<file path="config.mk">
export PLATFORM = sky130hd
export DESIGN_NAME = i2c_message_transfer_sequencer_top
export DESIGN_NICKNAME = d
export VERILOG_FILES = /design/src/hw/rtl/i2cmts_pkg.sv /design/src/hw/rtl/i2cmts_step.sv /design/src/hw/rtl/i2c_message_transfer_sequencer_top.sv
export SDC_FILE = /design/constraint.sdc
export NUM_CORES = 1
export LEC_CHECK = 0
export ABC_CLOCK_PERIOD_IN_PS = 6200
export BUFFER_PORTS_ARGS = -buffer_cell sky130_fd_sc_hd__buf_2
export CAP_MARGIN = 10
export CORE_MARGIN = 2
export CORE_UTILIZATION = 50
export CTS_CLUSTER_DIAMETER = 100
export DETAILED_ROUTE_END_ITERATION = 10
export MAX_ROUTING_LAYER = met4
export PLACE_DENSITY = 0.72
export RECOVER_POWER = 100
export SYNTH_ARGS = -nofsm -noshare
export SYNTH_HDL_FRONTEND = slang
export SYNTH_SLANG_ARGS = --single-unit
</file>
<file path="constraint.sdc">
create_clock -name clock -period 6.2 [get_ports clock]
set_input_delay 0.62 -clock clock [delete_from_list [all_inputs] [get_ports clock]]
set_output_delay 0.62 -clock clock [all_outputs]
set_load 0.01 [all_outputs]
</file>
<file path="src/hw/rtl/i2cmts_pkg.sv">
// ----------------------------------------------------------------------------
// I2C message transfer sequencer package
// Shared types, command and status bit positions, and codes.
// ----------------------------------------------------------------------------
`default_nettype none

package i2cmts_pkg;

   localparam int unsigned ADDR_W   = 7;
   localparam int unsigned COUNT_W  = 16;
   localparam int unsigned STATUS_W = 13;
   localparam int unsigned BYTE_W   = 8;
   localparam int unsigned CMD_W    = 10;
   localparam int unsigned POLL_W   = 11;

   localparam logic [POLL_W-1:0] POLL_LIMIT = 11'd2000;

   // Transaction kinds.
   localparam logic [1:0] MODE_START   = 2'd0;
   localparam logic [1:0] MODE_STATUS  = 2'd1;
   localparam logic [1:0] MODE_TIMEOUT = 2'd2;

   // Result error codes.
   localparam logic [1:0] ERR_NONE      = 2'd0;
   localparam logic [1:0] ERR_IO        = 2'd1;
   localparam logic [1:0] ERR_TIMEOUT   = 2'd2;
   localparam logic [1:0] ERR_NO_MSG    = 2'd3;

   // Command word bit positions.
   localparam int unsigned CMD_ADDR_BIT = 8;
   localparam int unsigned CMD_LAST_BIT = 9;

   // Controller status bits.
   localparam int unsigned ST_WR_FULL_BIT = 0;
   localparam int unsigned ST_RD_FULL_BIT = 1;
   localparam logic [STATUS_W-1:0] ST_ERR_MASK = 13'h00fc;
   localparam logic [STATUS_W-1:0] ST_RX_STATE = 13'h1800;

   typedef struct packed {
      logic [1:0]          mode;
      logic [ADDR_W-1:0]   target_address;
      logic                is_read;
      logic [COUNT_W-1:0]  byte_count;
      logic                final_message;
      logic [STATUS_W-1:0] status_word;
      logic [BYTE_W-1:0]   received_byte;
      logic [BYTE_W-1:0]   transmit_byte;
   } req_type;

   typedef struct packed {
      logic                command_valid;
      logic [CMD_W-1:0]    command_word;
      logic                byte_out_valid;
      logic [BYTE_W-1:0]   byte_out;
      logic [COUNT_W-1:0]  byte_position;
      logic                message_done;
      logic [1:0]          error_code;
   } rsp_type;

   typedef struct packed {
      logic                message_active;
      logic                direction_read;
      logic [COUNT_W-1:0]  bytes_left;
      logic [COUNT_W-1:0]  current_position;
      logic                awaiting_receive_state;
      logic [POLL_W-1:0]   poll_counter;
   } msg_state_type;

endpackage

`default_nettype wire

</file>
<file path="src/hw/rtl/i2cmts_step.sv">
// ----------------------------------------------------------------------------
// I2C message transfer sequencer step
// Holds the message state and computes one result per transaction.
// ----------------------------------------------------------------------------
`default_nettype none

module i2cmts_step (
   input  wire logic                clock,
   input  wire logic                reset,
   input  wire logic                advance,
   input  wire i2cmts_pkg::req_type req,
   output i2cmts_pkg::rsp_type      rsp
);
   import i2cmts_pkg::*;

   msg_state_type state_ff;
   msg_state_type state_in;
   msg_state_type idle_state;

   logic [COUNT_W-1:0] left_dec;
   logic [POLL_W-1:0]  poll_inc;

   assign idle_state = '0;
   assign left_dec   = state_ff.bytes_left - COUNT_W'(1);
   assign poll_inc   = state_ff.poll_counter + POLL_W'(1);

   always_comb begin
      rsp      = '0;
      state_in = state_ff;
      case (req.mode)
         MODE_START: begin
            state_in                        = idle_state;
            state_in.message_active         = 1'b1;
            state_in.direction_read         = req.is_read;
            state_in.bytes_left             = req.byte_count;
            state_in.awaiting_receive_state = req.is_read && (req.byte_count == COUNT_W'(1));
            rsp.command_valid               = 1'b1;
            rsp.command_word[CMD_ADDR_BIT]  = 1'b1;
            rsp.command_word[7:0]           = {req.target_address, req.is_read};
            rsp.command_word[CMD_LAST_BIT]  = req.final_message &&
                                              (req.byte_count == '0);
         end
         MODE_STATUS, MODE_TIMEOUT: begin
            if (!state_ff.message_active) begin
               rsp.error_code = ERR_NO_MSG;
            end else if (req.mode == MODE_TIMEOUT) begin
               rsp.command_valid              = 1'b1;
               rsp.command_word[CMD_LAST_BIT] = 1'b1;
               rsp.message_done               = 1'b1;
               rsp.error_code                 = ERR_TIMEOUT;
               state_in                       = idle_state;
            end else if (state_ff.awaiting_receive_state) begin
               // One-byte read: each status event is only a poll of the receive state.
               if ((req.status_word & ST_RX_STATE) != '0) begin
                  rsp.command_valid               = 1'b1;
                  rsp.command_word[CMD_LAST_BIT]  = 1'b1;
                  state_in.awaiting_receive_state = 1'b0;
                  state_in.poll_counter           = '0;
               end else if (poll_inc >= POLL_LIMIT) begin
                  rsp.message_done = 1'b1;
                  rsp.error_code   = ERR_IO;
                  state_in         = idle_state;
               end else begin
                  state_in.poll_counter = poll_inc;
               end
            end else if ((req.status_word & ST_ERR_MASK) != '0) begin
               rsp.message_done = 1'b1;
               rsp.error_code   = ERR_IO;
               state_in         = idle_state;
            end else if (state_ff.direction_read) begin
               if (req.status_word[ST_RD_FULL_BIT]) begin
                  if (state_ff.bytes_left != '0) begin
                     rsp.byte_out_valid        = 1'b1;
                     rsp.byte_out              = req.received_byte;
                     rsp.byte_position         = state_ff.current_position;
                     state_in.bytes_left       = left_dec;
                     state_in.current_position = state_ff.current_position + COUNT_W'(1);
                     if (left_dec == COUNT_W'(1)) begin
                        rsp.command_valid              = 1'b1;
                        rsp.command_word[CMD_LAST_BIT] = 1'b1;
                     end else if (left_dec == '0) begin
                        rsp.message_done = 1'b1;
                        state_in         = idle_state;
                     end
                  end else begin
                     // A byte arrived that the message did not ask for.
                     rsp.message_done = 1'b1;
                     rsp.error_code   = ERR_IO;
                     state_in         = idle_state;
                  end
               end
            end else begin
               if (req.status_word[ST_WR_FULL_BIT]) begin
                  rsp.message_done = 1'b1;
                  rsp.error_code   = ERR_IO;
                  state_in         = idle_state;
               end else if (state_ff.bytes_left != '0) begin
                  rsp.command_valid              = 1'b1;
                  rsp.command_word[7:0]          = req.transmit_byte;
                  rsp.command_word[CMD_LAST_BIT] = (state_ff.bytes_left == COUNT_W'(1));
                  rsp.byte_position              = state_ff.current_position;
                  state_in.current_position      = state_ff.current_position + COUNT_W'(1);
                  state_in.bytes_left            = left_dec;
               end else begin
                  rsp.message_done = 1'b1;
                  state_in         = idle_state;
               end
            end
         end
         default: begin
            rsp      = '0;
            state_in = state_ff;
         end
      endcase
   end

   always_ff @(posedge clock) begin
      if (reset) begin
         state_ff <= '0;
      end else if (advance) begin
         state_ff <= state_in;
      end
   end

endmodule

`default_nettype wire

</file>
<file path="src/hw/rtl/i2c_message_transfer_sequencer_top.sv">
// ----------------------------------------------------------------------------
// I2C message transfer sequencer
// Turns start, status and timeout transactions into controller commands.
// ----------------------------------------------------------------------------
// The block accepts one request transaction per clock cycle while req_stall is
// low and returns exactly one response transaction for each, in order. A request
// is captured in an input register; the message state is then updated and the
// response is written to the output register. The message state update sets the
// rate of one transaction per cycle. While a response waits under rsp_stall, one
// more request is taken into an empty input register before req_stall rises.
`default_nettype none

module i2c_message_transfer_sequencer_top (
   input  wire logic        clock,
   input  wire logic        reset,
   input  wire logic        req_valid,
   output logic             req_stall,
   input  wire logic [1:0]  req_mode,
   input  wire logic [6:0]  req_target_address,
   input  wire logic        req_is_read,
   input  wire logic [15:0] req_byte_count,
   input  wire logic        req_final_message,
   input  wire logic [12:0] req_status_word,
   input  wire logic [7:0]  req_received_byte,
   input  wire logic [7:0]  req_transmit_byte,
   output logic             rsp_valid,
   input  wire logic        rsp_stall,
   output logic             rsp_command_valid,
   output logic [9:0]       rsp_command_word,
   output logic             rsp_byte_out_valid,
   output logic [7:0]       rsp_byte_out,
   output logic [15:0]      rsp_byte_position,
   output logic             rsp_message_done,
   output logic [1:0]       rsp_error_code
);
   import i2cmts_pkg::*;

   logic    in_valid_ff;
   logic    in_valid_in;
   req_type in_req_ff;
   req_type req_bundle;
   logic    out_valid_ff;
   logic    out_valid_in;
   rsp_type out_rsp_ff;
   rsp_type step_rsp;
   logic    out_blocked;
   logic    advance;
   logic    req_take;

   assign req_bundle = '{
      mode:           req_mode,
      target_address: req_target_address,
      is_read:        req_is_read,
      byte_count:     req_byte_count,
      final_message:  req_final_message,
      status_word:    req_status_word,
      received_byte:  req_received_byte,
      transmit_byte:  req_transmit_byte
   };

   assign out_blocked = out_valid_ff && rsp_stall;
   assign advance     = in_valid_ff && !out_blocked;
   assign req_stall   = in_valid_ff && out_blocked;
   assign req_take    = req_valid && !req_stall;

   always_comb begin
      in_valid_in = in_valid_ff;
      if (req_take) begin
         in_valid_in = 1'b1;
      end else if (advance) begin
         in_valid_in = 1'b0;
      end
   end

   assign out_valid_in = advance || out_blocked;

   i2cmts_step u_step (
      .clock   (clock),
      .reset   (reset),
      .advance (advance),
      .req     (in_req_ff),
      .rsp     (step_rsp)
   );

   always_ff @(posedge clock) begin
      if (reset) begin
         in_valid_ff  <= 1'b0;
         out_valid_ff <= 1'b0;
      end else begin
         in_valid_ff  <= in_valid_in;
         out_valid_ff <= out_valid_in;
      end
   end

   always_ff @(posedge clock) begin
      if (req_take) begin
         in_req_ff <= req_bundle;
      end
      if (advance) begin
         out_rsp_ff <= step_rsp;
      end
   end

   assign rsp_valid          = out_valid_ff;
   assign rsp_command_valid  = out_rsp_ff.command_valid;
   assign rsp_command_word   = out_rsp_ff.command_word;
   assign rsp_byte_out_valid = out_rsp_ff.byte_out_valid;
   assign rsp_byte_out       = out_rsp_ff.byte_out;
   assign rsp_byte_position  = out_rsp_ff.byte_position;
   assign rsp_message_done   = out_rsp_ff.message_done;
   assign rsp_error_code     = out_rsp_ff.error_code;

endmodule

`default_nettype wire

</file>
# Word-level counts from Yosys, hierarchy flattened
# Cells that the tools add are included.
classes:
  n_addsub: 3
  magnitude_cmp: 1
  n_eq_ne: 12
  muxes: 66
  bitwise_logic: 3
  reduce_logical: 26
op_table:
  columns: ["operator", "count"]
  rows:
  - ["2-to-1 mux 46 bit", 10]
  - ["2-to-1 mux 28 bit", 7]
  - ["2-to-1 mux 33 bit", 3]
  - ["case mux 46 bit (2 select lines)", 1]
  - ["2-to-1 mux 34 bit", 2]
  - ["== test 16 x 1 -> 1 bit, second input constant", 3]
  - ["2-to-1 mux 35 bit", 1]
  - ["zero test 16 bit", 2]
  - ["2-to-1 mux 16 bit", 2]
  - ["2-to-1 mux 32 bit", 1]
  - ["2-to-1 mux 2 bit", 13]
  - ["nonzero test 13 bit", 2]
  - ["2-to-1 mux 25 bit", 1]
  - ["2-to-1 mux 8 bit", 3]
  - ["2-to-1 mux 11 bit", 2]
  - ["2-to-1 mux 19 bit", 1]
  - ["adder 16 x 1 -> 16 bit, second input constant", 1]
  - ["case mux 8 bit (2 select lines)", 1]
  - ["nonzero test 16 bit", 1]
  - ["subtractor 16 x 1 -> 16 bit, second input constant", 1]
  - ["2-to-1 mux 3 bit", 5]
  - ["!= test 7 bit, second input constant", 2]
  - ["2-to-1 mux 12 bit", 1]
  - ["adder 11 x 1 -> 11 bit, second input constant", 1]
  - ["other kinds (24)", 44]
totals:
  ff_bits: 143
  inputBits: 60
  word_cells: 134

# Longest topological paths before layout
depth:
  word_depth: 18
  mapped_depth: 14
  ltp_nobuf: 10

# Cells and area by module
# From an unflattened synthesis, not the netlist that was laid out.
hier_totals:
  hier_cells: 556
  hier_area_um2: 6331.1
modules_own_cells:
  columns: ["mod", "instances", "cells_each", "area_each_um2", "seq_area_each_um2"]
  rows:
  - ["i2cmts_step", 1, 451, 3392.0, 920.9]
  - ["i2c_message_transfer_sequencer_top", 1, 105, 2939.1, 2892.8]

# Least setup slack after synthesis
# Ideal clock, no wire load.
synth_path:
  kind: "input to register"
  start: "in rsp_stall"
  end: "reg u_step.state_ff[9] (netlist name)"
  t_arrival_ps: 5323
  t_required_ps: 6099
  setup_slack_ps: 776
  stages: 9
  cell_sequence: "a21boi_0 > nand2b_1 > a21oi_1 > nand2_1 > o21ai_0 > or2_1 > buf_4 > nand2b_2 > o41ai_1"
synth_between:
  elab_chain_cells: 4
synth_rtl:
  columns: ["item", "line", "rtl"]
  rows:
  - ["start: declaration", "i2c_message_transfer_sequencer_top.sv:27", "input wire logic rsp_stall,"]
  - ["logical AND 1 bit", "i2c_message_transfer_sequencer_top.sv:61", "assign out_blocked = out_valid_ff && rsp_stall;"]
  - ["zero test 1 bit", "i2c_message_transfer_sequencer_top.sv:62", "assign advance = in_valid_ff && !out_blocked;"]
  - ["logical AND 1 bit", "i2c_message_transfer_sequencer_top.sv:62", null]
  - ["AND reduction 7 bit (no line)", null, null]
  - ["end signal: assignment", "i2cmts_step.sv:121", "state_ff <= state_in;"]
  - ["end: declaration", "i2cmts_step.sv:16", "msg_state_type state_ff;"]
# No other way between the ends.
# A chain may end at the register's enable or synchronous reset.

# Final worst setup path
layout_path:
  start: "reg in_req_ff[20] (netlist name)"
  end: "reg u_step.state_ff[42] (netlist name)"
layout_between:
  elab_chain_cells: 6
layout_rtl:
  columns: ["item", "line", "rtl"]
  rows:
  - ["start: declaration", "i2c_message_transfer_sequencer_top.sv:40", "req_type in_req_ff;"]
  - ["start signal: assignment", "i2c_message_transfer_sequencer_top.sv:97", "in_req_ff <= req_bundle;"]
  - ["nonzero test 13 bit *", "i2cmts_step.sv:66", "end else if ((req.status_word & ST_ERR_MASK) != '0) begin"]
  - ["2-to-1 mux 46 bit", "i2cmts_step.sv:66", null]
  - ["2-to-1 mux 46 bit", "i2cmts_step.sv:52", "end else if (state_ff.awaiting_receive_state) begin"]
  - ["2-to-1 mux 46 bit", "i2cmts_step.sv:46", "end else if (req.mode == MODE_TIMEOUT) begin"]
  - ["2-to-1 mux 46 bit", "i2cmts_step.sv:44", "if (!state_ff.message_active) begin"]
  - ["case mux 46 bit (2 select lines)", "i2cmts_step.sv:30", "case (req.mode)"]
# Every way passes the cells marked *; elsewhere a longest branch is shown, timed or not. The select of a mux whose other input is x is not followed.

==> results.py <==
metrics = {
    "outcome": {
        "run_status": "complete, but fails checks",
        "violations": "max-capacitance violations, max-slew violations",
    },
    "setup_path": {
        "worstPathCellList": "nor4_1 > nand2_1 > nor4_1 > nor2_1 > a41o_1 > or2_0 > or4_1 > nand3_1",
        "crit_top_cell": "nor4_1",
        "cp_slowest_stage_delay_ns": 1.41,
        "path_depth": 8,
        "cp_max_fo": 23,
        "worst-endpoint-required_ns": 6.57,
        "cp_top_family": "simple AND/OR/NAND/NOR gates",
        "cp-start-kind": "flip-flop",
        "critPathBufInv": 0,
        "end_kind": "flip-flop",
        "worst-r2r-cell-count": 8,
        "critical_path_arrival_ns": 5.01,
        "critical_path_class": "reg -> reg",
        "crit_slowest_cell": "nor4_1",
    },
    "logic_synthesis": {
        "syn-num-nets": 697,
        "yosysMostFrequentCell": "edfxtp_1",
        "synth_edf_count": 92,
        "synthTopCellsByArea": "edfxtp_1 (42%), dfxtp_1 (15%), nor2_1 (4.2%)",
        "yosysTopAreaCellShare_pct": 42.5,
        "yosysUniqueCellTypes": 66,
        "yosys.area.top_type": "edfxtp_1",
        "synth-seq-area-share_pct": 57.3,
        "yosysWarnings": 0,
        "synth_area_mm2": 0.00650,
        "synthArstFlopShare_pct": 0,
        "syn_area_per_cell_um2": 10.4,
        "synth.cells.most_frequent": "edfxtp_1 (92), nor2_1 (72), nand2_1 (66)",
        "synth_ff_type": "edfxtp_1",
        "yosys_register_bits": 140,
        "syn-instance-count": 628,
    },
    "timing": {
        "setup-violations-final": 0,
        "fin_skew_ns": 0.00834,
        "hold_viol": 0,
        "setup_slack_ns": 1.56,
        "slew_headroom_pct": -81.7,
        "rsz0062_at_grt": "no",
        "worst_pin_slew_ns": 2.72,
        "slew_viol_final": 107,
        "fin_crit_ns": 4.64,
        "max_freq_ghz": 0.216,
        "fin_crit_sh_pct": 74.8,
        "fin_setup_tns_ns": 0,
    },
    "routing": {
        "drc": 0,
        "drtAntennaViolNets": 0,
        "dr_total_vias": 5204,
        "wirelength_um": 14500,
        "viasPerCell": 5.80,
        "wl_per_cell_um": 16.1,
        "dr.first_iter.drc_count": 608,
        "drtPass1Iterations": 5,
    },
    "hold_path": {
        "min_path_cells": 1,
        "min_path_type": "in -> reg",
    },
    "placement": {
        "dp.cells": 866,
        "dp_slack_ns": 2.14,
        "dpl.hpwl_um": 9700,
        "gp_congestion": 0.907,
        "dpl_cell_area_mm2": 0.00710,
        "port_buffers": 97,
    },
    "global_routing": {
        "track_usage_pct": 22.1,
        "grt_pass1_wl_um": 23300,
        "grt_overflow": 0,
        "grt_pass1_vias": 4780,
        "antenna_found_initial": 0,
        "grt_start_max_net_pins": 54,
    },
    "cts": {
        "insertion_delay_ns": 0.43,
        "cts_num_sinks": 140,
        "htree_levels": 4,
        "clock_tree.buffer_depth": 2,
        "ctsResizeCount": 0,
        "cts_tree": "built",
        "post-cts-setup-buffers": 0,
        "path_clk_slew_ns": 0.06,
        "clockRootBuffer": "clkbuf_16",
        "ctsHoldBuffers": 0,
        "cts_buffers": 17,
    },
    "cells_and_area": {
        "syn2layout_area_growth_pct": 17.1,
        "final_nets": 782,
        "antenna_cells": 0,
        "drive_above_1_share_pct": 13.5,
        "num-fill-cells": 1091,
        "instances_no_fill": 898,
        "fin_area_mm2": 0.00761,
    },
    "floorplan": {
        "core_mm2": 0.0127,
        "die_w_um": 118,
        "io_pins": 101,
        "num_rows": 41,
        "start_util_pct": 51.3,
        "die_height_um": 118,
        "die_area_mm2": 0.0139,
    },
    "power_and_ir_drop": {
        "p_per_area_mw_per_mm2": 300,
        "power.leakage_nw": 2.65,
        "vdd_drop_max_v": 0.000179,
    },
    "job": {
        "cap_violations": 3,
    },
}
## path summary, 6_finish.rpt
path                                                       start                               end  slack, ns
worst min register to register  u_step.state_ff[10]$_SDFFE_PP0P_  u_step.state_ff[10]$_SDFFE_PP0P_       0.48
worst min-delay path                          req_status_word[6]           in_req_ff[22]$_DFFE_PP_       0.36
worst max-delay path                     in_req_ff[20]$_DFFE_PP_  u_step.state_ff[42]$_SDFFE_PP0P_       1.56
worst max register to register           in_req_ff[20]$_DFFE_PP_  u_step.state_ff[42]$_SDFFE_PP0P_       1.56
## flip-flops by register name, indices dropped and copies added (netlist names)
signal              count
rsp_command_valid       1
rsp_error_code          2
in_valid_ff             1
u_step.state_ff        46
rsp_message_done        1
rsp_byte_out_valid      1
rsp_command_word       10
rsp_byte_out            8
rsp_valid               1
rsp_byte_position      16
in_req_ff              53
## per-stage QoR
step | util [%] | hold slack [ns] | power (mW)
final | 60.1 | 0.359 | 2.28
after CTS | 60.9 | 0.341 | 2.31
after global placement | 56.0 | 0.440 | 1.26
after detailed placement | 56.0 | 0.442 | 1.26
after floorplan | - | 0.427 | 1.20
after global routing | 60.1 | 0.338 | 2.37
## cell families (layout without fill, tap and decap cells)
family / count (synthesis) / in the layout / synth area share (%)
xor+xnor: 4 / 4 / 0.539
simple gates: 291 / 291 / 23.5
buf+inv: 46 / 144 / 2.92
fa+ha+maj: 9 / 9 / 1.73
flops: 140 / 140 / 57.3
compound gates: 138 / 138 / 14.0
## where the power goes
| group | leakage (nW) | internal (mW) | switching, mW | total (mW) |
|---|---|---|---|---|
| logic | 1.10 | 0.0645 | 0.117 | 0.181 |
| clock network | 0.290 | 0.640 | 0.402 | 1.04 |
| registers | 1.26 | 1.04 | 0.0238 | 1.06 |
## layer usage
layer  vias to the layer above  share of wire (%)  global-route usage [%]
li1                       2524                  -                       -
met4                         0                1.5                    8.28
met3                        20                6.5                    6.25
met1                      2481                 43                    26.6
met5                         -                  0                       -
met2                       179                 49                    35.4
## cell usage in the layout, fill, tap and decap left out, drive strengths merged, types with 4 or more instances in the layout
cell    instances
a21oi          31
clkbuf         61
a22oi          15
edfxtp         92
nand2b          8
nand3          16
clkinv          4
a221o           6
and3            7
nor4           16
o21ai          34
and2           27
inv            17
nand4b          8
or4             6
nor3           30
nor2           72
ha              9
nand4          10
nor2b           5
o211ai          4
or2             6
nand2          66
o31ai           6
buf            56
a31oi          10
dfxtp          48
xnor2           4
## layout make-up
cell class                      count  area (um2)  area share [%]
Tap cell                          172         215            2.83
Inverter                           13        48.8           0.641
Sequential cell                   140        3720            48.9
Timing Repair Buffer               99         444            5.83
Clock inverter                     14         185            2.43
Clock buffer                       18         429            5.64
Multi-Input combinational cell    442        2570            33.7
Power figures use the tool's default switching activity.
